==> src/hdl/assert_macros.svh <==
// Assertion macros shared by the display framer RTL.
`ifndef ASSERT_MACROS_SVH
`define ASSERT_MACROS_SVH

// Condition a implies condition b in the same cycle.
`define FDSDF_ASSERT_NOW(lbl, clk, rst_n, a, b) \
    lbl: assert property (@(posedge clk) disable iff (!rst_n) (a) |-> (b)) \
        else $error("framer check failed");

// Condition a implies condition b in the next cycle.
`define FDSDF_ASSERT_NEXT(lbl, clk, rst_n, a, b) \
    lbl: assert property (@(posedge clk) disable iff (!rst_n) (a) |=> (b)) \
        else $error("framer check failed");

`endif

==> src/hdl/fdsdf_pkg.sv <==
// Types, constants and helper functions of the four-digit display framer.
package fdsdf_pkg;

    // Request operations.
    localparam logic OP_SHOW = 1'b0;
    localparam logic OP_INIT = 1'b1;

    // Command and address bytes.
    localparam logic [7:0] CMD_DISPLAY_CTRL = 8'h88;
    localparam logic [7:0] CMD_DATA_FIXED   = 8'h44;
    localparam logic [7:0] ADDR_BASE        = 8'hC0;
    localparam logic [7:0] BLANK_CODE       = 8'h00;

    // Saturation limit and decimal weights.
    localparam logic [15:0] VALUE_MAX = 16'd9999;
    localparam logic [13:0] WEIGHT_THOUSANDS = 14'd1000;
    localparam logic [13:0] WEIGHT_HUNDREDS  = 14'd100;
    localparam logic [13:0] WEIGHT_TENS      = 14'd10;

    // Last byte index of each request kind.
    localparam logic [3:0] SHOW_LAST_IDX = 4'd7;
    localparam logic [3:0] INIT_LAST_IDX = 4'd9;

    // Queue between front and back end.
    localparam int QUEUE_DEPTH = 2;
    localparam int QUEUE_AW    = $clog2(QUEUE_DEPTH);

    // Seven-segment codes for digits 0 to 9.
    localparam logic [9:0][7:0] SEG_TABLE = {
        8'h6F, 8'h7F, 8'h07, 8'h7D, 8'h6D, 8'h66, 8'h4F, 8'h5B, 8'h06, 8'h3F
    };

    typedef struct packed {
        logic        op;
        logic [15:0] value;
    } in_t;

    typedef struct packed {
        logic [7:0] byte_value;
        logic       opens_frame;
        logic       closes_frame;
        logic       last;
    } out_t;

    // One classified request: kind and the segment byte of each position.
    typedef struct packed {
        logic            op;
        logic [3:0][7:0] codes;
    } q_entry_t;

    typedef struct packed {
        logic [3:0]  digit;
        logic [13:0] rem;
    } digit_step_t;

    // Extracts one decimal digit of a value below ten times the weight.
    function automatic digit_step_t digit_step(input logic [13:0] value,
                                               input logic [13:0] weight);
        digit_step_t r;
        logic [13:0] acc;
        r.digit = 4'd0;
        r.rem   = value;
        acc     = 14'd0;
        for (int d = 1; d <= 9; d++)
        begin
            acc = acc + weight;
            if (value >= acc)
            begin
                r.digit = 4'(d);
                r.rem   = value - acc;
            end
        end
        return r;
    endfunction

    // Segment code of a decimal digit; digits above nine give the blank code.
    function automatic logic [7:0] seg_code(input logic [3:0] digit);
        logic [7:0] code;
        if (digit <= 4'd9)
            code = SEG_TABLE[digit];
        else
            code = BLANK_CODE;
        return code;
    endfunction

endpackage

==> src/hdl/four_digit_segment_display_framer.sv <==
// A request passes the three digit stages, the queue and the back-end request register;
// then its first byte goes to the output register. A show request sends 8 bytes and an
// initialize request 10, one per cycle unless out_ready stalls; the sequencer takes the
// next request with its last byte; front end and two-entry queue let requests stack up.
// Reset (rst_n, asynchronous, active low) empties all stages and sets brightness to 0.
`include "assert_macros.svh"

module four_digit_segment_display_framer
    import fdsdf_pkg::*;
(
    input  logic       clk,
    input  logic       rst_n,
    input  logic       in_valid,
    output logic       in_ready,
    input  in_t        in_item,
    output logic       out_valid,
    input  logic       out_ready,
    output out_t       out_item,
    input  logic       cfg_we,
    input  logic [2:0] cfg_wdata
);

    logic [2:0] brightness_reg;
    logic       push_valid;
    logic       push_ready;
    q_entry_t   push_entry;
    logic       rd_valid;
    logic       rd_ready;
    q_entry_t   rd_entry;

    // Brightness register.
    always_ff @(posedge clk or negedge rst_n)
    begin
        if (!rst_n)
            brightness_reg <= 3'd0;
        else if (cfg_we)
            brightness_reg <= cfg_wdata;
    end

    fdsdf_front u_front (
        .clk        (clk),
        .rst_n      (rst_n),
        .in_valid   (in_valid),
        .in_ready   (in_ready),
        .in_item    (in_item),
        .push_valid (push_valid),
        .push_ready (push_ready),
        .push_entry (push_entry)
    );

    fdsdf_queue u_queue (
        .clk      (clk),
        .rst_n    (rst_n),
        .wr_valid (push_valid),
        .wr_ready (push_ready),
        .wr_entry (push_entry),
        .rd_valid (rd_valid),
        .rd_ready (rd_ready),
        .rd_entry (rd_entry)
    );

    fdsdf_back u_back (
        .clk        (clk),
        .rst_n      (rst_n),
        .brightness (brightness_reg),
        .rd_valid   (rd_valid),
        .rd_ready   (rd_ready),
        .rd_entry   (rd_entry),
        .out_valid  (out_valid),
        .out_ready  (out_ready),
        .out_item   (out_item)
    );

    // The final byte of a request always ends a frame.
    `FDSDF_ASSERT_NOW(a_last_closes, clk, rst_n, out_valid && out_item.last, out_item.closes_frame)

    // A byte that opens a frame left open is a position address.
    `FDSDF_ASSERT_NOW(a_addr_byte, clk, rst_n,
        out_valid && out_item.opens_frame && !out_item.closes_frame,
        out_item.byte_value[7:2] == 6'b110000)

    // A single-byte frame carries one of the two commands.
    `FDSDF_ASSERT_NOW(a_cmd_byte, clk, rst_n,
        out_valid && out_item.opens_frame && out_item.closes_frame,
        (out_item.byte_value == CMD_DATA_FIXED) || (out_item.byte_value[7:3] == 5'b10001))

    // A byte that is not the last of its run is followed by another byte.
    `FDSDF_ASSERT_NEXT(a_run_continues, clk, rst_n,
        out_valid && out_ready && !out_item.last, out_valid)

endmodule

==> src/hdl/fdsdf_front.sv <==
// Front end: accepts requests and converts the value to segment codes over three stages.
module fdsdf_front
    import fdsdf_pkg::*;
(
    input  logic     clk,
    input  logic     rst_n,
    input  logic     in_valid,
    output logic     in_ready,
    input  in_t      in_item,
    output logic     push_valid,
    input  logic     push_ready,
    output q_entry_t push_entry
);

    logic        s1_valid_reg;
    logic        s1_op_reg;
    logic [13:0] s1_rem_reg;

    logic        s2_valid_reg;
    logic        s2_op_reg;
    logic [3:0]  s2_d0_reg;
    logic [9:0]  s2_rem_reg;

    logic        s3_valid_reg;
    logic        s3_op_reg;
    logic [7:0]  s3_code0_reg;
    logic [7:0]  s3_code1_reg;
    logic        s3_nz_reg;
    logic [6:0]  s3_rem_reg;

    logic        s1_ready;
    logic        s2_ready;
    logic        s3_ready;
    logic [13:0] sat_value;
    digit_step_t ds_thousands;
    digit_step_t ds_hundreds;
    digit_step_t ds_tens;
    logic        s2_nz;

    // Stage handshake: a stage moves when it is empty or its successor takes it.
    assign s3_ready = !s3_valid_reg || push_ready;
    assign s2_ready = !s2_valid_reg || s3_ready;
    assign s1_ready = !s1_valid_reg || s2_ready;
    assign in_ready = s1_ready;

    // Saturate the value at 9999.
    assign sat_value = (in_item.value > VALUE_MAX) ? VALUE_MAX[13:0] : in_item.value[13:0];

    // Digit extraction, one digit per stage.
    assign ds_thousands = digit_step(s1_rem_reg, WEIGHT_THOUSANDS);
    assign ds_hundreds  = digit_step({4'b0, s2_rem_reg}, WEIGHT_HUNDREDS);
    assign ds_tens      = digit_step({7'b0, s3_rem_reg}, WEIGHT_TENS);
    assign s2_nz        = (s2_d0_reg != 4'd0) || (ds_hundreds.digit != 4'd0);

    // Stage valid flags.
    always_ff @(posedge clk or negedge rst_n)
    begin
        if (!rst_n)
        begin
            s1_valid_reg <= 1'b0;
            s2_valid_reg <= 1'b0;
            s3_valid_reg <= 1'b0;
        end
        else
        begin
            if (s1_ready)
                s1_valid_reg <= in_valid;
            if (s2_ready)
                s2_valid_reg <= s1_valid_reg;
            if (s3_ready)
                s3_valid_reg <= s2_valid_reg;
        end
    end

    // Stage payload.
    always_ff @(posedge clk)
    begin
        if (s1_ready)
        begin
            s1_op_reg  <= in_item.op;
            s1_rem_reg <= sat_value;
        end
        if (s2_ready)
        begin
            s2_op_reg  <= s1_op_reg;
            s2_d0_reg  <= ds_thousands.digit;
            s2_rem_reg <= ds_thousands.rem[9:0];
        end
        if (s3_ready)
        begin
            s3_op_reg    <= s2_op_reg;
            s3_code0_reg <= (s2_d0_reg != 4'd0) ? seg_code(s2_d0_reg) : BLANK_CODE;
            s3_code1_reg <= s2_nz ? seg_code(ds_hundreds.digit) : BLANK_CODE;
            s3_nz_reg    <= s2_nz;
            s3_rem_reg   <= ds_hundreds.rem[6:0];
        end
    end

    // Final digits and queue entry; initialize blanks every position.
    always_comb
    begin
        push_entry.op = s3_op_reg;
        if (s3_op_reg == OP_INIT)
        begin
            push_entry.codes = {4{BLANK_CODE}};
        end
        else
        begin
            push_entry.codes[0] = s3_code0_reg;
            push_entry.codes[1] = s3_code1_reg;
            push_entry.codes[2] = (s3_nz_reg || (ds_tens.digit != 4'd0)) ?
                                  seg_code(ds_tens.digit) : BLANK_CODE;
            push_entry.codes[3] = seg_code(ds_tens.rem[3:0]);
        end
    end

    assign push_valid = s3_valid_reg;

endmodule

==> src/hdl/fdsdf_queue.sv <==
// Small register queue between the front end and the byte sequencer.
module fdsdf_queue
    import fdsdf_pkg::*;
(
    input  logic     clk,
    input  logic     rst_n,
    input  logic     wr_valid,
    output logic     wr_ready,
    input  q_entry_t wr_entry,
    output logic     rd_valid,
    input  logic     rd_ready,
    output q_entry_t rd_entry
);

    q_entry_t             mem_reg [QUEUE_DEPTH];
    logic [QUEUE_AW-1:0]  wr_ptr_reg;
    logic [QUEUE_AW-1:0]  rd_ptr_reg;
    logic [QUEUE_AW:0]    count_reg;
    logic                 do_wr;
    logic                 do_rd;

    assign wr_ready = (count_reg != QUEUE_AW'(0) + (QUEUE_AW+1)'(QUEUE_DEPTH));
    assign rd_valid = (count_reg != '0);
    assign do_wr    = wr_valid && wr_ready;
    assign do_rd    = rd_valid && rd_ready;
    assign rd_entry = mem_reg[rd_ptr_reg];

    // Pointers and fill count.
    always_ff @(posedge clk or negedge rst_n)
    begin
        if (!rst_n)
        begin
            wr_ptr_reg <= '0;
            rd_ptr_reg <= '0;
            count_reg  <= '0;
        end
        else
        begin
            if (do_wr)
                wr_ptr_reg <= (wr_ptr_reg == QUEUE_AW'(QUEUE_DEPTH - 1)) ? '0 :
                              wr_ptr_reg + QUEUE_AW'(1);
            if (do_rd)
                rd_ptr_reg <= (rd_ptr_reg == QUEUE_AW'(QUEUE_DEPTH - 1)) ? '0 :
                              rd_ptr_reg + QUEUE_AW'(1);
            if (do_wr && !do_rd)
                count_reg <= count_reg + (QUEUE_AW+1)'(1);
            else if (do_rd && !do_wr)
                count_reg <= count_reg - (QUEUE_AW+1)'(1);
        end
    end

    // Entry storage.
    always_ff @(posedge clk)
    begin
        if (do_wr)
            mem_reg[wr_ptr_reg] <= wr_entry;
    end

endmodule

==> src/hdl/fdsdf_back.sv <==
// Back end: walks one queued request and sends its bytes one per cycle unless out_ready stalls.
module fdsdf_back
    import fdsdf_pkg::*;
(
    input  logic       clk,
    input  logic       rst_n,
    input  logic [2:0] brightness,
    input  logic       rd_valid,
    output logic       rd_ready,
    input  q_entry_t   rd_entry,
    output logic       out_valid,
    input  logic       out_ready,
    output out_t       out_item
);

    q_entry_t   cur_reg;
    logic       cur_valid_reg;
    logic [3:0] idx_reg;
    logic       out_valid_reg;
    out_t       out_reg;

    logic       out_load;
    logic       step;
    logic       fin;
    logic [3:0] last_idx;
    logic [3:0] pos_idx;
    logic [1:0] pos;
    out_t       out_next;

    assign out_load = !out_valid_reg || out_ready;
    assign step     = cur_valid_reg && out_load;
    assign last_idx = (cur_reg.op == OP_INIT) ? INIT_LAST_IDX : SHOW_LAST_IDX;
    assign fin      = step && (idx_reg == last_idx);
    assign rd_ready = !cur_valid_reg || fin;

    // Byte of the current position; initialize runs two command frames first.
    assign pos_idx = (cur_reg.op == OP_INIT) ? idx_reg - 4'd2 : idx_reg;
    assign pos     = pos_idx[2:1];

    always_comb
    begin
        out_next.last = (idx_reg == last_idx);
        if ((cur_reg.op == OP_INIT) && (idx_reg == 4'd0))
        begin
            out_next.byte_value   = CMD_DISPLAY_CTRL | {5'b0, brightness};
            out_next.opens_frame  = 1'b1;
            out_next.closes_frame = 1'b1;
        end
        else if ((cur_reg.op == OP_INIT) && (idx_reg == 4'd1))
        begin
            out_next.byte_value   = CMD_DATA_FIXED;
            out_next.opens_frame  = 1'b1;
            out_next.closes_frame = 1'b1;
        end
        else if (!pos_idx[0])
        begin
            out_next.byte_value   = ADDR_BASE | {6'b0, pos};
            out_next.opens_frame  = 1'b1;
            out_next.closes_frame = 1'b0;
        end
        else
        begin
            out_next.byte_value   = cur_reg.codes[pos];
            out_next.opens_frame  = 1'b0;
            out_next.closes_frame = 1'b1;
        end
    end

    // Current request and byte counter.
    always_ff @(posedge clk or negedge rst_n)
    begin
        if (!rst_n)
        begin
            cur_valid_reg <= 1'b0;
            idx_reg       <= 4'd0;
            out_valid_reg <= 1'b0;
        end
        else
        begin
            if (rd_ready && rd_valid)
            begin
                cur_valid_reg <= 1'b1;
                idx_reg       <= 4'd0;
            end
            else if (fin)
            begin
                cur_valid_reg <= 1'b0;
            end
            else if (step)
            begin
                idx_reg <= idx_reg + 4'd1;
            end
            if (out_load)
                out_valid_reg <= cur_valid_reg;
        end
    end

    // Request payload and output register.
    always_ff @(posedge clk)
    begin
        if (rd_ready && rd_valid)
            cur_reg <= rd_entry;
        if (step)
            out_reg <= out_next;
    end

    assign out_valid = out_valid_reg;
    assign out_item  = out_reg;

endmodule

==> config.mk <==
export PLATFORM = sky130hd
export DESIGN_NAME = four_digit_segment_display_framer
export DESIGN_NICKNAME = d
export VERILOG_FILES = /design/src/hdl/fdsdf_pkg.sv /design/src/hdl/four_digit_segment_display_framer.sv /design/src/hdl/fdsdf_front.sv /design/src/hdl/fdsdf_queue.sv /design/src/hdl/fdsdf_back.sv
export VERILOG_INCLUDE_DIRS = /design/src /design/src/hdl
export SDC_FILE = /design/constraint.sdc
export NUM_CORES = 1
export LEC_CHECK = 0
export BUFFER_PORTS_ARGS = -buffer_cell sky130_fd_sc_hd__buf_4
export CORE_UTILIZATION = 47
export CTS_CLUSTER_DIAMETER = 200
export CTS_CLUSTER_SIZE = 10
export DETAILED_ROUTE_END_ITERATION = 10
export GPL_ROUTABILITY_DRIVEN = 0
export PLACE_DENSITY = 0.59
export SKIP_LAST_GASP = 1
export SLEW_MARGIN = 20
export SYNTH_ARGS = -nofsm -noshare
export SYNTH_HDL_FRONTEND = slang
export SYNTH_SLANG_ARGS = --single-unit
==> constraint.sdc <==
create_clock -name clk -period 7.1 [get_ports clk]
set_clock_uncertainty 0.05 [all_clocks]
set_input_delay 1.065 -clock clk [delete_from_list [all_inputs] [get_ports clk]]
set_output_delay 1.065 -clock clk [all_outputs]
set_load 0.05 [all_outputs]
==> load_flow_metrics.sql <==
INSERT INTO impl_metrics (metric_group, metric, value, unit) VALUES
('synth', 'synth_seq_area_share', '0.483', ''),
('final_layout', 'n_antenna_cell', '0', ''),
('detailed_routing', 'routed_via_density', '5.97', ''),
('detailed_routing', 'remaining_drc_errors', '0', ''),
('synth', 'synthArstFlopShare', '0.0958', ''),
('setup_path', 'criticalPathCategory', 'reg2reg', ''),
('synth', 'post_synth_most_frequent_cells', 'sky130_fd_sc_hd__edfxtp_1, sky130_fd_sc_hd__nand2_1, sky130_fd_sc_hd__ha_1', ''),
('synth', 'synth_largest_type_area_fraction', '0.444', ''),
('setup_path', 'cp_data_required_time', '7.23', 'ns'),
('grt', 'grt.total_usage', '0.201', ''),
('sta', 'transition_at_the_pin_with_the_smallest_max_transition_slack', '0.881', 'ns'),
('detailed_routing', 'total_via_count_after_detailed_routing', '7375', ''),
('setup_path', 'worst_reg_to_reg_path_cell_count', '13', ''),
('min_path', 'worstHoldPathType', 'reg2reg', ''),
('final_layout', 'multiInputGateArea', '4920', 'µm²'),
('grt', 'vias_in_the_first_global_route', '6861', ''),
('sta', 'finalCritPeriodShare', '0.630', ''),
('synth', 'postSynthCellCount', '928', ''),
('synth', 'post-synth-top-area-cell', 'sky130_fd_sc_hd__edfxtp_1', ''),
('setup_path', 'rr_endpoint', 'u_front.s3_code1_reg[4]', ''),
('final_layout', 'finalCoreUtilization', '0.534', ''),
('placement', 'dp_hpwl', '15500', 'µm'),
('grt', 'grt_start_max_net_pins', '34', ''),
('setup_path', 'critical_path.startpoint_type', 'flip-flop', ''),
('synth', 'synth.area.top_cells', 'sky130_fd_sc_hd__edfxtp_1, sky130_fd_sc_hd__ha_1, sky130_fd_sc_hd__dfrtp_1', ''),
('final_layout', 'final_layout_size_suffix_gt1_frac', '0.156', ''),
('cts', 'cts_setup_buffers', '0', ''),
('die', 'floorplan.die_area', '22300', 'µm²'),
('die', 'die-width', '149', 'µm'),
('detailed_routing', 'drtAntennaViolNets', '0', ''),
('outcome', 'status', 'finished, final reports clean', ''),
('die', 'io-pin-count', '38', ''),
('cts', 'clk_transition_reported_paths', '0.07', 'ns'),
('cts', 'tritoncts', 'built', ''),
('detailed_routing', 'drt_first_pass_iters', '5', ''),
('die', 'die-height', '149', 'µm'),
('synth', 'post_synth.cell_area_avg', '11.0', 'µm²'),
('sta', 'finalCriticalPeriod', '4.47', 'ns'),
('setup_path', 'reg2reg_setup_slack', '2.63', 'ns'),
('cts', 'cts_buffer_depth', '2', ''),
('die', 'floorplan.initialDensity', '0.483', ''),
('placement', 'place.detailed.instances', '1204', ''),
('final_layout', 'n_fill_cell', '1826', ''),
('cts', 'cts_sinks', '167', ''),
('synth', 'synthMostInstantiatedCell', 'sky130_fd_sc_hd__edfxtp_1', ''),
('sta', 'max_slew_margin', '0.412', ''),
('detailed_routing', 'drt-initial-drc-count', '633', ''),
('cts', 'cts_root_buf', 'sky130_fd_sc_hd__clkbuf_16', ''),
('detailed_routing', 'routedWlPerCell', '17.4', 'µm'),
('pwr', 'peakVddDrop', '0.166', 'mV'),
('cts', 'cts_hold_buffers', '0', ''),
('min_path', 'whs_path_depth', '0', ''),
('final_layout', 'nets', '1041', ''),
('synth', 'synth_enable_flop_cells', '151', ''),
('synth', 'synth_fp_nets', '1021', ''),
('sta', 'max_freq', '224', 'MHz'),
('setup_path', 'crit_path_end_kind', 'flip-flop', ''),
('placement', 'port_buffers', '37', ''),
('sta', 'timing.setup.tns', '0', 'ns'),
('cts', 'numCtsBuffers', '17', ''),
('setup_path', 'worstReg2RegStart', 'u_front.s2_rem_reg[3]', ''),
('sta', 'final_hold_viol_count', '0', ''),
('synth', 'ys.flop_type', 'sky130_fd_sc_hd__edfxtp_1', ''),
('cts', 'insertion_delay', '0.43', 'ns'),
('final_layout', 'instances_no_fill', '1236', ''),
('pwr', 'cellPowerDensity', '435', 'nW/µm²'),
('cts', 'cts_htree_levels', '4', ''),
('setup_path', 'path_max_fanout', '12', ''),
('sta', 'setup_violations', '0', ''),
('setup_path', 'startpoint', 'u_front.s2_rem_reg[3]', ''),
('final_layout', 'largest_register_ff_count', '58', '');
-- report_power, final --
| part | total [mW] | leakage [nW] | internal [mW] | switching (mW) |
|---|---|---|---|---|
| combinational | 2.14 | 2.30 | 0.838 | 1.30 |
| clock | 0.913 | 0.291 | 0.478 | 0.435 |
| sequential | 1.86 | 1.63 | 1.61 | 0.245 |
-- cell usage in the layout, fill, tap and decap left out, drive strengths merged, types with 16 or more instances in the layout --
cell    Yosys  routed
mux2       34      34
clkbuf     28      17
o21ai      49      49
and2       16      16
nand2b     18      18
buf        15      44
nor2b      24      24
edfxtp    151     151
a21oi      44      44
nor2       64      64
nand2      70      70
nor3       24      24
a31oi      17      17
nand3      30      30
dfrtp      16      16
ha         68      68
inv        43      52
-- cells by family after synthesis --
kind of cell / count (synthesis) / synth area share
XOR/XNOR: 19 / 0.0170
AND/OR/NAND/NOR: 305 / 0.156
flip-flops: 167 / 0.483
multiplexers: 48 / 0.0573
AO/OA/AOI/OAI: 235 / 0.168
buffers and inverters: 86 / 0.0353
adder cells (fa/ha/maj): 68 / 0.0833
-- how the worst min path moves through the flow --
stage                              endpoint              start  slack, ns
after floorplan           u_front.s2_op_reg  u_front.s1_op_reg       0.35
after global placement    u_front.s3_op_reg  u_front.s2_op_reg       0.36
after detailed placement  u_front.s2_op_reg  u_front.s1_op_reg       0.36
after CTS                 u_front.s2_op_reg  u_front.s1_op_reg       0.37
after global routing      u_front.s2_op_reg  u_front.s1_op_reg       0.38
final                     u_front.s2_op_reg  u_front.s1_op_reg       0.37
-- layout make-up --
class                      instances  share of cell area
clock inverter                    15              0.0157
inverter                          43              0.0143
sequential                       167               0.437
tap                              275              0.0305
multi-input combinational        675               0.436
timing repair buffer              44              0.0290
clock buffer                      17              0.0377
-- routing by layer --
layer	up-vias	wire, µm	track usage
li1	3564	-	-
met1	3507	9460	0.256
met2	259	10500	0.334
met3	45	1180	0.0382
met4	0	461	0.0842
met5	-	0	0
-- critical path, cell delays in order, from the launching register on --
cell                       delay, ns
sky130_fd_sc_hd__edfxtp_1       0.63
sky130_fd_sc_hd__inv_1          0.20
sky130_fd_sc_hd__ha_1           0.24
sky130_fd_sc_hd__and4bb_2       0.26
sky130_fd_sc_hd__a221oi_1       0.56
sky130_fd_sc_hd__buf_2          0.29
sky130_fd_sc_hd__and3_1         0.33
sky130_fd_sc_hd__nand2_1        0.09
sky130_fd_sc_hd__nand2_1        0.07
sky130_fd_sc_hd__nand2_1        0.11
sky130_fd_sc_hd__ha_1           0.28
sky130_fd_sc_hd__o31ai_1        0.69
sky130_fd_sc_hd__nor3b_1        0.10
sky130_fd_sc_hd__a211o_1        0.31
-- metrics by stage --
| stage | hold WS, ns | worst slack, ns | instance area, µm² |
|---|---|---|---|
| after global placement | 0.356 | 2.42 | 10700 |
| after CTS | 0.372 | 2.67 | 11300 |
| after global routing | 0.385 | 2.17 | 11300 |
| after detailed placement | 0.356 | 2.69 | 10700 |
| after floorplan | 0.350 | 3.43 | 10200 |
| final | 0.375 | 2.63 | 11300 |
No activity file was read; power rests on OpenSTA's default activity.
